File: src/rtl/charge_current_pd_regulator_unit_assert.svh
// Assertion macros shared by the regulator RTL.
`ifndef CHARGE_CURRENT_PD_REGULATOR_UNIT_ASSERT_SVH
`define CHARGE_CURRENT_PD_REGULATOR_UNIT_ASSERT_SVH

// Same-cycle implication, disabled while in reset.
`define CCPD_ASSERT_IMPL(label, clk, rst_n, ante, cons) \
    label: assert property (@(posedge clk) disable iff (!rst_n) (ante) |-> (cons)) \
        else $error("ccpd assertion failed");

// Next-cycle implication, disabled while in reset.
`define CCPD_ASSERT_NEXT(label, clk, rst_n, ante, cons) \
    label: assert property (@(posedge clk) disable iff (!rst_n) (ante) |=> (cons)) \
        else $error("ccpd assertion failed");

`endif

File: src/rtl/ccpd_pkg.sv
// Types and constants shared by the PD regulator modules.
package ccpd_pkg;

    localparam int DATA_W    = 16;
    localparam int CFG_IDX_W = 3;
    // kp*err + kd*derr needs 33 bits signed; one spare
    localparam int ACC_W     = 34;
    localparam int MUL_BITS  = 17;
    localparam int MUL_CNT_W = 5;

    localparam logic [MUL_CNT_W-1:0] MUL_LAST = MUL_CNT_W'(MUL_BITS - 1);

    // register map
    localparam logic [CFG_IDX_W-1:0] REG_OUTPUT_ENABLE = 3'd0;
    localparam logic [CFG_IDX_W-1:0] REG_TARGET_MV     = 3'd1;
    localparam logic [CFG_IDX_W-1:0] REG_GAIN_P        = 3'd2;
    localparam logic [CFG_IDX_W-1:0] REG_GAIN_D        = 3'd3;
    localparam logic [CFG_IDX_W-1:0] REG_PWM_PERIOD    = 3'd4;
    localparam logic [CFG_IDX_W-1:0] REG_SUPPLY_MV     = 3'd5;

    localparam logic [DATA_W-1:0]        RST_TARGET_MV  = 16'd5000;
    localparam logic signed [DATA_W-1:0] RST_GAIN_P     = 16'sd256;
    localparam logic signed [DATA_W-1:0] RST_GAIN_D     = 16'sd0;
    localparam logic [DATA_W-1:0]        RST_PWM_PERIOD = 16'd1000;
    localparam logic [DATA_W-1:0]        RST_SUPPLY_MV  = 16'd3300;

    localparam logic signed [DATA_W-1:0] SAT_POS = 16'sh7FFF;
    localparam logic signed [DATA_W-1:0] SAT_NEG = 16'sh8000;

    typedef enum logic [6:0] {
        S_IDLE    = 7'b0000001,
        S_MUL     = 7'b0000010,
        S_CORR    = 7'b0000100,
        S_DRV     = 7'b0001000,
        S_CMPGO   = 7'b0010000,
        S_CMPWAIT = 7'b0100000,
        S_DONE    = 7'b1000000
    } ccpd_state_t;

    typedef enum logic [3:0] {
        C_IDLE  = 4'b0001,
        C_MUL   = 4'b0010,
        C_CHECK = 4'b0100,
        C_DIV   = 4'b1000
    } ccpd_cmp_state_t;

    typedef struct packed {
        logic busy;
        logic done;
    } ccpd_cmp_status_t;

endpackage

File: src/rtl/ccpd_cmp_unit.sv
// Serial PWM compare unit: period*drive by shift-add, then restoring divide by supply.
`include "charge_current_pd_regulator_unit_assert.svh"

module ccpd_cmp_unit
    import ccpd_pkg::*;
#(
    parameter int DRIVE_W = 11
)
(
    input  logic                clk,
    input  logic                rst_n,
    input  logic                start,
    input  logic [DATA_W-1:0]   period,
    input  logic [DATA_W-1:0]   supply,
    input  logic [DRIVE_W-1:0]  drive,
    output logic [DATA_W-1:0]   quotient,
    output ccpd_cmp_status_t    status
);

    localparam int NUM_W = DATA_W + DRIVE_W;
    localparam int CW    = (NUM_W > 2 * DATA_W) ? NUM_W : 2 * DATA_W;
    localparam int CNT_W = $clog2(((DRIVE_W > DATA_W) ? DRIVE_W : DATA_W) + 1);

    localparam logic [CNT_W-1:0] MUL_END = CNT_W'(DRIVE_W - 1);
    localparam logic [CNT_W-1:0] DIV_END = CNT_W'(DATA_W - 1);

    ccpd_cmp_state_t     state_reg, state_next;
    logic [NUM_W-1:0]    mcand_reg, mcand_next;
    logic [NUM_W-1:0]    num_reg, num_next;
    logic [DRIVE_W-1:0]  drv_sh_reg, drv_sh_next;
    logic [DATA_W-1:0]   sup_reg, sup_next;
    logic [DATA_W-1:0]   rem_reg, rem_next;
    logic [DATA_W-1:0]   q_reg, q_next;
    logic [CNT_W-1:0]    cnt_reg, cnt_next;
    logic                done_reg, done_next;

    logic [CW-1:0]       num_ext;
    logic [CW-1:0]       lim_ext;
    logic [DATA_W:0]     shifted;
    logic [DATA_W:0]     trial;

    always_comb
    begin
        num_ext = CW'(num_reg);
        lim_ext = CW'({sup_reg, {DATA_W{1'b0}}});
        shifted = {rem_reg, q_reg[DATA_W-1]};
        trial   = shifted - {1'b0, sup_reg};
    end

    always_comb
    begin
        state_next  = state_reg;
        mcand_next  = mcand_reg;
        num_next    = num_reg;
        drv_sh_next = drv_sh_reg;
        sup_next    = sup_reg;
        rem_next    = rem_reg;
        q_next      = q_reg;
        cnt_next    = cnt_reg;
        done_next   = 1'b0;
        unique case (state_reg)
            C_IDLE:
            begin
                if (start)
                begin
                    mcand_next  = NUM_W'(period);
                    drv_sh_next = drive;
                    sup_next    = supply;
                    num_next    = '0;
                    cnt_next    = '0;
                    state_next  = C_MUL;
                end
            end
            C_MUL:
            begin
                num_next    = num_reg + (drv_sh_reg[0] ? mcand_reg : '0);
                mcand_next  = mcand_reg << 1;
                drv_sh_next = drv_sh_reg >> 1;
                cnt_next    = cnt_reg + 1'b1;
                if (cnt_reg == MUL_END)
                begin
                    state_next = C_CHECK;
                end
            end
            C_CHECK:
            begin
                cnt_next = '0;
                if (num_reg == '0)
                begin
                    q_next     = '0;
                    done_next  = 1'b1;
                    state_next = C_IDLE;
                end
                else if (num_ext >= lim_ext)
                begin
                    // quotient would not fit (or supply is zero)
                    q_next     = '1;
                    done_next  = 1'b1;
                    state_next = C_IDLE;
                end
                else
                begin
                    rem_next   = num_ext[2*DATA_W-1:DATA_W];
                    q_next     = num_ext[DATA_W-1:0];
                    state_next = C_DIV;
                end
            end
            C_DIV:
            begin
                if (!trial[DATA_W])
                begin
                    rem_next = trial[DATA_W-1:0];
                    q_next   = {q_reg[DATA_W-2:0], 1'b1};
                end
                else
                begin
                    rem_next = shifted[DATA_W-1:0];
                    q_next   = {q_reg[DATA_W-2:0], 1'b0};
                end
                cnt_next = cnt_reg + 1'b1;
                if (cnt_reg == DIV_END)
                begin
                    done_next  = 1'b1;
                    state_next = C_IDLE;
                end
            end
            default:
            begin
                state_next = C_IDLE;
            end
        endcase
    end

    always_ff @(posedge clk or negedge rst_n)
    begin
        if (!rst_n)
        begin
            state_reg <= C_IDLE;
            cnt_reg   <= '0;
            done_reg  <= 1'b0;
        end
        else
        begin
            state_reg <= state_next;
            cnt_reg   <= cnt_next;
            done_reg  <= done_next;
        end
    end

    always_ff @(posedge clk)
    begin
        mcand_reg  <= mcand_next;
        num_reg    <= num_next;
        drv_sh_reg <= drv_sh_next;
        sup_reg    <= sup_next;
        rem_reg    <= rem_next;
        q_reg      <= q_next;
    end

    assign quotient    = q_reg;
    assign status.busy = (state_reg != C_IDLE);
    assign status.done = done_reg;

    `CCPD_ASSERT_NEXT(a_done_pulse, clk, rst_n, done_reg, !done_reg)
    `CCPD_ASSERT_IMPL(a_rem_below_supply, clk, rst_n, state_reg == C_DIV, rem_reg < sup_reg)
    `CCPD_ASSERT_IMPL(a_mul_count, clk, rst_n, state_reg == C_MUL, cnt_reg <= MUL_END)

endmodule

File: src/rtl/charge_current_pd_regulator_unit.sv
// Top level of the incremental PD drive regulator with PWM compare output.
// One voltage sample word in, one result word out. With output enabled a sample
// runs through the bit-serial PD multiply, then the serial period*drive multiply
// and the restoring divide by supply in the compare unit, plus control steps;
// with output disabled a word skips both and returns zero correction and compare.
// One sample is in work at a time; the next is taken as soon as the previous
// result sits in the output register. Configuration writes are always ready and
// should only be made while the block is idle.
`include "charge_current_pd_regulator_unit_assert.svh"

module charge_current_pd_regulator_unit
    import ccpd_pkg::*;
#(
    parameter int DRIVE_MAX      = 1500,
    parameter int GAIN_FRAC_BITS = 8,
    localparam int DRIVE_W       = $clog2(DRIVE_MAX + 1)
)
(
    input  logic                       clk,
    input  logic                       rst_n,
    // sample channel
    input  logic                       in_valid,
    output logic                       in_stall,
    input  logic [DATA_W-1:0]          sample_mv,
    // result channel
    output logic                       out_valid,
    input  logic                       out_stall,
    output logic [DATA_W-1:0]          compare_count,
    output logic [DRIVE_W-1:0]         drive_mv,
    output logic signed [DATA_W-1:0]   correction,
    // configuration channel
    input  logic                       cfg_valid,
    output logic                       cfg_ready,
    input  logic [CFG_IDX_W-1:0]       cfg_index,
    input  logic [DATA_W-1:0]          cfg_data
);

    localparam int DIFF_W = ((DRIVE_W > DATA_W) ? DRIVE_W : DATA_W) + 2;

    // configuration
    logic                        en_reg;
    logic [DATA_W-1:0]           target_reg;
    logic signed [DATA_W-1:0]    kp_reg;
    logic signed [DATA_W-1:0]    kd_reg;
    logic [DATA_W-1:0]           period_reg;
    logic [DATA_W-1:0]           supply_reg;

    // regulator state
    logic signed [DATA_W-1:0]    prev_err_reg, prev_err_next;
    logic [DRIVE_W-1:0]          drive_level_reg, drive_level_next;

    // work in progress
    ccpd_state_t                 state_reg, state_next;
    logic [MUL_BITS-1:0]         err_sh_reg, err_sh_next;
    logic [MUL_BITS-1:0]         derr_sh_reg, derr_sh_next;
    logic signed [ACC_W-1:0]     kp_sh_reg, kp_sh_next;
    logic signed [ACC_W-1:0]     kd_sh_reg, kd_sh_next;
    logic signed [ACC_W-1:0]     acc_reg, acc_next;
    logic [MUL_CNT_W-1:0]        bit_cnt_reg, bit_cnt_next;
    logic signed [DATA_W-1:0]    corr_reg, corr_next;
    logic [DATA_W-1:0]           res_cmp_reg, res_cmp_next;

    // output register
    logic                        out_valid_reg, out_valid_next;
    logic [DATA_W-1:0]           compare_count_reg;
    logic [DRIVE_W-1:0]          drive_mv_reg;
    logic signed [DATA_W-1:0]    correction_reg;

    logic                        in_acc;
    logic                        out_load;
    logic                        cmp_start;
    logic [DATA_W-1:0]           cmp_quot;
    ccpd_cmp_status_t            cmp_status;

    logic signed [DATA_W:0]      err_diff;
    logic signed [DATA_W-1:0]    err_sat;
    logic signed [MUL_BITS-1:0]  derr;
    logic signed [ACC_W-1:0]     term_p;
    logic signed [ACC_W-1:0]     term_d;
    logic signed [ACC_W-1:0]     acc_step;
    logic [ACC_W-1:0]            mag;
    logic [ACC_W-1:0]            mag_sh;
    logic [ACC_W-1:0]            mag_neg;
    logic signed [DATA_W-1:0]    corr_sat;
    logic signed [DIFF_W-1:0]    drv_diff;
    logic [DRIVE_W-1:0]          drv_clamp;

    assign in_stall  = (state_reg != S_IDLE);
    assign in_acc    = in_valid && !in_stall;
    assign cfg_ready = 1'b1;
    assign out_load  = (state_reg == S_DONE) && (!out_valid_reg || !out_stall);
    assign cmp_start = (state_reg == S_CMPGO);

    // configuration writes
    always_ff @(posedge clk or negedge rst_n)
    begin
        if (!rst_n)
        begin
            en_reg     <= 1'b0;
            target_reg <= RST_TARGET_MV;
            kp_reg     <= RST_GAIN_P;
            kd_reg     <= RST_GAIN_D;
            period_reg <= RST_PWM_PERIOD;
            supply_reg <= RST_SUPPLY_MV;
        end
        else if (cfg_valid && cfg_ready)
        begin
            unique case (cfg_index)
                REG_OUTPUT_ENABLE: en_reg     <= cfg_data[0];
                REG_TARGET_MV:     target_reg <= cfg_data;
                REG_GAIN_P:        kp_reg     <= signed'(cfg_data);
                REG_GAIN_D:        kd_reg     <= signed'(cfg_data);
                REG_PWM_PERIOD:    period_reg <= cfg_data;
                REG_SUPPLY_MV:     supply_reg <= cfg_data;
                default:           ;
            endcase
        end
    end

    // error saturated to 16 bits, and its 17-bit difference from the previous error
    always_comb
    begin
        err_diff = signed'({1'b0, sample_mv}) - signed'({1'b0, target_reg});
        if (err_diff > 17'sd32767)
        begin
            err_sat = SAT_POS;
        end
        else if (err_diff < -17'sd32768)
        begin
            err_sat = SAT_NEG;
        end
        else
        begin
            err_sat = err_diff[DATA_W-1:0];
        end
        derr = MUL_BITS'(err_sat) - MUL_BITS'(prev_err_reg);
    end

    // one multiplier bit per cycle for both products; top bit carries negative weight
    always_comb
    begin
        term_p = err_sh_reg[0]  ? kp_sh_reg : '0;
        term_d = derr_sh_reg[0] ? kd_sh_reg : '0;
        if (bit_cnt_reg == MUL_LAST)
        begin
            acc_step = acc_reg - term_p - term_d;
        end
        else
        begin
            acc_step = acc_reg + term_p + term_d;
        end
    end

    // scale back by the gain fraction, truncating toward zero, then saturate to 16 bits
    always_comb
    begin
        mag     = acc_reg[ACC_W-1] ? ACC_W'(-acc_reg) : ACC_W'(acc_reg);
        mag_sh  = mag >> GAIN_FRAC_BITS;
        mag_neg = ~mag_sh + 1'b1;
        if (acc_reg[ACC_W-1])
        begin
            corr_sat = (mag_sh > ACC_W'(32768)) ? SAT_NEG : signed'(mag_neg[DATA_W-1:0]);
        end
        else
        begin
            corr_sat = (mag_sh > ACC_W'(32767)) ? SAT_POS : signed'(mag_sh[DATA_W-1:0]);
        end
    end

    always_comb
    begin
        drv_diff = signed'(DIFF_W'(drive_level_reg)) - DIFF_W'(corr_reg);
        if (drv_diff < 0)
        begin
            drv_clamp = '0;
        end
        else if (drv_diff > DIFF_W'(DRIVE_MAX))
        begin
            drv_clamp = DRIVE_W'(DRIVE_MAX);
        end
        else
        begin
            drv_clamp = drv_diff[DRIVE_W-1:0];
        end
    end

    always_comb
    begin
        state_next       = state_reg;
        err_sh_next      = err_sh_reg;
        derr_sh_next     = derr_sh_reg;
        kp_sh_next       = kp_sh_reg;
        kd_sh_next       = kd_sh_reg;
        acc_next         = acc_reg;
        bit_cnt_next     = bit_cnt_reg;
        corr_next        = corr_reg;
        res_cmp_next     = res_cmp_reg;
        prev_err_next    = prev_err_reg;
        drive_level_next = drive_level_reg;
        unique case (state_reg)
            S_IDLE:
            begin
                if (in_acc)
                begin
                    if (!en_reg)
                    begin
                        corr_next    = '0;
                        res_cmp_next = '0;
                        state_next   = S_DONE;
                    end
                    else
                    begin
                        err_sh_next   = MUL_BITS'(err_sat);
                        derr_sh_next  = derr;
                        kp_sh_next    = ACC_W'(kp_reg);
                        kd_sh_next    = ACC_W'(kd_reg);
                        acc_next      = '0;
                        bit_cnt_next  = '0;
                        prev_err_next = err_sat;
                        state_next    = S_MUL;
                    end
                end
            end
            S_MUL:
            begin
                acc_next     = acc_step;
                err_sh_next  = err_sh_reg >> 1;
                derr_sh_next = derr_sh_reg >> 1;
                kp_sh_next   = kp_sh_reg <<< 1;
                kd_sh_next   = kd_sh_reg <<< 1;
                bit_cnt_next = bit_cnt_reg + 1'b1;
                if (bit_cnt_reg == MUL_LAST)
                begin
                    state_next = S_CORR;
                end
            end
            S_CORR:
            begin
                corr_next  = corr_sat;
                state_next = S_DRV;
            end
            S_DRV:
            begin
                drive_level_next = drv_clamp;
                state_next       = S_CMPGO;
            end
            S_CMPGO:
            begin
                state_next = S_CMPWAIT;
            end
            S_CMPWAIT:
            begin
                if (cmp_status.done)
                begin
                    res_cmp_next = cmp_quot;
                    state_next   = S_DONE;
                end
            end
            S_DONE:
            begin
                if (out_load)
                begin
                    state_next = S_IDLE;
                end
            end
            default:
            begin
                state_next = S_IDLE;
            end
        endcase
    end

    always_comb
    begin
        out_valid_next = out_valid_reg;
        if (out_load)
        begin
            out_valid_next = 1'b1;
        end
        else if (out_valid_reg && !out_stall)
        begin
            out_valid_next = 1'b0;
        end
    end

    always_ff @(posedge clk or negedge rst_n)
    begin
        if (!rst_n)
        begin
            state_reg       <= S_IDLE;
            bit_cnt_reg     <= '0;
            out_valid_reg   <= 1'b0;
            prev_err_reg    <= '0;
            drive_level_reg <= DRIVE_W'(DRIVE_MAX);
        end
        else
        begin
            state_reg       <= state_next;
            bit_cnt_reg     <= bit_cnt_next;
            out_valid_reg   <= out_valid_next;
            prev_err_reg    <= prev_err_next;
            drive_level_reg <= drive_level_next;
        end
    end

    always_ff @(posedge clk)
    begin
        err_sh_reg  <= err_sh_next;
        derr_sh_reg <= derr_sh_next;
        kp_sh_reg   <= kp_sh_next;
        kd_sh_reg   <= kd_sh_next;
        acc_reg     <= acc_next;
        corr_reg    <= corr_next;
        res_cmp_reg <= res_cmp_next;
        if (out_load)
        begin
            compare_count_reg <= res_cmp_reg;
            drive_mv_reg      <= drive_level_reg;
            correction_reg    <= corr_reg;
        end
    end

    ccpd_cmp_unit #(
        .DRIVE_W (DRIVE_W)
    ) u_cmp (
        .clk      (clk),
        .rst_n    (rst_n),
        .start    (cmp_start),
        .period   (period_reg),
        .supply   (supply_reg),
        .drive    (drive_level_reg),
        .quotient (cmp_quot),
        .status   (cmp_status)
    );

    assign out_valid     = out_valid_reg;
    assign compare_count = compare_count_reg;
    assign drive_mv      = drive_mv_reg;
    assign correction    = correction_reg;

    `CCPD_ASSERT_IMPL(a_drive_bound, clk, rst_n, 1'b1, drive_level_reg <= DRIVE_W'(DRIVE_MAX))
    `CCPD_ASSERT_IMPL(a_start_idle, clk, rst_n, cmp_start, !cmp_status.busy)
    `CCPD_ASSERT_IMPL(a_mul_count, clk, rst_n, state_reg == S_MUL, bit_cnt_reg <= MUL_LAST)
    `CCPD_ASSERT_NEXT(a_disabled_hold, clk, rst_n, in_acc && !en_reg, prev_err_reg == $past(prev_err_reg) && drive_level_reg == $past(drive_level_reg))

endmodule

File: config.mk
export PLATFORM = sky130hd
export DESIGN_NAME = charge_current_pd_regulator_unit
export DESIGN_NICKNAME = d
export VERILOG_FILES = /design/src/rtl/ccpd_pkg.sv /design/src/rtl/ccpd_cmp_unit.sv /design/src/rtl/charge_current_pd_regulator_unit.sv
export VERILOG_INCLUDE_DIRS = /design/src /design/src/rtl
export SDC_FILE = /design/constraint.sdc
export NUM_CORES = 1
export LEC_CHECK = 0
export ABC_AREA = 1
export BUFFER_PORTS_ARGS = -buffer_cell sky130_fd_sc_hd__clkbuf_2
export CORE_AREA = 2 2 370 335
export DETAILED_ROUTE_END_ITERATION = 10
export DIE_AREA = 0 0 372 337
export PLACE_DENSITY = 0.38
export SLEW_MARGIN = 20
export SYNTH_ARGS = -nofsm -noshare
export SYNTH_HDL_FRONTEND = slang
export SYNTH_SLANG_ARGS = --single-unit
File: constraint.sdc
create_clock -name clk -period 6.4 [get_ports clk]
set_clock_uncertainty 0.2 [all_clocks]
set_input_delay 1.28 -clock clk [delete_from_list [all_inputs] [get_ports clk]]
set_output_delay 1.28 -clock clk [all_outputs]
set_load 0.05 [all_outputs]
==> results.cfg <==
[clock_network]
hold_buffers = 0
cts_resized = 0
clock_latency_ns = 0.67
cts_sinks = 455
post_cts_buffers = 0
numCtsBuffers = 58
htree_levels = 2
cts_root_buf = clkbuf_16
clkTransAtPathRegs_ns = 0.06
clk_path_buf_depth = 3
tritoncts = built

[timing]
rsz0062_at_grt = no
hold-worst-slack_ns = 0.218
relSlewSlack = 0.293
period_minus_slack_ns = 5.22
slew_violations = 0
setup_viol = 0
hold_viol_final = 0
worst_slew_pin_slew_ns = 1.06
fin_crit_sh = 0.816
setup_tns_ns = 0
fmax_mhz = 191

[critical_path]
start_kind = primary input
critPathKind = primary input to flop
r2r-end = derr_sh_reg[11]
crit_start = sample_mv[0]
critPathRequiredTime_ns = 6.62
rrSetupSlack_ns = 1.60
slowest_stage = fa_1
critPathCapture = derr_sh_reg[11]
r2r_start = target_reg[0]
end_kind = flop
cp.arrival_ns = 5.44
cpPeakStageDelay_ns = 0.41
cp_max_fo = 8
ff2ff_path_depth = 23

[yosys]
ys.flop_type = edfxtp_1
synth-seq-cells = 455
yosysTopAreaCellShare = 0.322
yosys.area.top_type = edfxtp_1
syn_area_mm2 = 0.0302
syn_inst = 3716
yosys-top-cells-area = edfxtp_1 32%, nand2_1 13%, dfrtp_1 8.6%, ha_1 7.1%, inv_1 6.2%
synthArstFlopShare = 0.288
synth_edf_count = 324
syn_area_per_cell_um2 = 8.13
synth_nets = 3999
synthDistinctLibCells = 59
synth-seq-area-share = 0.432
yosysWarnings = 0

[global_route]
grt_pass1_vias = 24200
grt_max_degree = 78
grt_usage = 0.152
grt_pass1_wl_um = 146000
grt.overflow.total = 0
antenna_found_initial = 7

[min_path]
hp-class = flop to flop

[route]
wl_per_cell_um = 17.5
vias_per_cell = 4.49
drtPass1Iterations = 5
antenna_left = 0
drcViolationCount = 0
vias = 24500
wl_um = 95700
drtIter0Drc = 1680

[power]
power.density_mw_per_mm2 = 544
share_clk_of_total_power = 0.196
pwr-share-seq = 0.256
combPwrFrac = 0.549
leakagePower_nw = 15.7
peakVddDrop_uv = 225
p_int_w = 0.00979
swShare = 0.480
switchingPower_w = 0.00906

[outcome]
status = finished clean

[floorplanning]
initial_utilization = 0.248
rows = 122
coreArea_mm2 = 0.122
io_pins = 86
fp.dieH_um = 337
die_area_mm2 = 0.125
die_x_um = 372

[place]
hpwl_um = 72300
port_buffers = 84
placed_cell_area_mm2 = 0.0325
gp_congestion = 0.877

[cells_and_area]
num-fill-cells = 13200
syn_to_final_growth_pct = 14.7
drive_gt1_frac = 0.0790
multi_input_area_mm2 = 0.0149
nets = 4081
ff_latch_area_mm2 = 0.0130
stdcell_area_mm2 = 0.0346

[run]
cap_violations = 0
## critical path, delay by kind of cell
kind            cells  cell delay [ns]
compound gates      6             1.40
fa+ha+maj           3             0.91
buf+inv             3             0.27
simple gates       13             1.57
## kinds of logic after synthesis
family                     share of synthesized area
and+or+nand+nor                                0.228
AOI/OAI and AO/OA                              0.127
buffers and inverters                         0.0761
DFF                                            0.432
adders and majority gates                      0.119
xor gates and xnor gates                      0.0183
other                                       0.000124
## cell usage in the layout, fill, tap and decap left out, types with 72 or more instances in the layout
cell type	synthesis	final
a21oi_1	275	274
nand2_1	1073	1070
inv_1	497	494
o21ai_0	280	280
ha_1	171	171
dfrtp_1	104	104
edfxtp_1	324	324
clkbuf_2	0	83
nor2_1	281	281
fa_1	72	72
nand3_1	160	160
## worst min-delay path by stage
stage | start | to | slack, ns | cells past startpoint
floorplan | res_cmp_reg[0] | compare_count[0] | 0.20 | 0
global placement | res_cmp_reg[11] | compare_count[11] | 0.20 | 0
detailed placement | res_cmp_reg[11] | compare_count[11] | 0.21 | 0
CTS | res_cmp_reg[11] | compare_count[11] | 0.22 | 0
global route | res_cmp_reg[11] | compare_count[11] | 0.22 | 0
finish | res_cmp_reg[12] | compare_count[12] | 0.22 | 0
## synth_stat cells (all sizes together), types with 2 or more instances
| master | count |
|---|---|
| nand2 | 1096 |
| inv | 499 |
| edfxtp | 324 |
| nor2 | 297 |
| o21ai | 283 |
| a21oi | 277 |
| ha | 171 |
| nand3 | 166 |
| dfrtp | 104 |
| clkbuf | 72 |
| fa | 72 |
| xor2 | 37 |
| nor3 | 35 |
| nand4 | 30 |
| dfstp | 27 |
| xnor2 | 26 |
| o22ai | 23 |
| a21o | 18 |
| buf | 18 |
| o21bai | 18 |
| a31oi | 17 |
| nor4 | 16 |
| o21a | 14 |
| o211ai | 11 |
| a221oi | 10 |
| or2 | 10 |
| a21boi | 9 |
| nand3b | 8 |
| a211oi | 6 |
| o31ai | 5 |
| clkinv | 3 |
| and2 | 2 |
| nor3b | 2 |
## cell type report
type,count,share of cell area
flip-flops and latches,455,0.377
multi-input cells,2668,0.430
inverters,502,0.0546
diodes,1,0.0000723
clock buffers,71,0.0455
repair buffers,113,0.0190
clock inverters,37,0.0161
well taps,1612,0.0582
## routing by layer
metal | vias up | GRT usage | part of all wire
met5 | - | 0 | 0.00044
met4 | 6 | 0.0282 | 0.016
met3 | 94 | 0.0259 | 0.048
met2 | 400 | 0.223 | 0.42
met1 | 11600 | 0.231 | 0.52
li1 | 12400 | - | -
## metrics by stage
stage | instances | power (W) | util | setup slack (ns)
after detailed placement | 5350 | 0.0151 | 0.266 | 0.445
after global placement | 5350 | 0.0152 | 0.266 | 0.466
after global routing | 5459 | 0.0205 | 0.284 | 0.650
after floorplan | 3716 | 0.0120 | - | 1.19
after CTS | 5458 | 0.0190 | 0.284 | 1.18
final | 5459 | 0.0189 | 0.284 | 1.18
## power groups by stage
stage          logic [W]  clock network (W)  registers (W)
2_1_floorplan    0.00725                  0        0.00475
3_3_place_gp      0.0103                  0        0.00488
3_5_place_dp      0.0103                  0        0.00488
4_1_cts           0.0103            0.00382        0.00483
5_1_grt           0.0117            0.00392        0.00492
6_report          0.0103            0.00369        0.00482
Power figures use the tool's default switching activity.
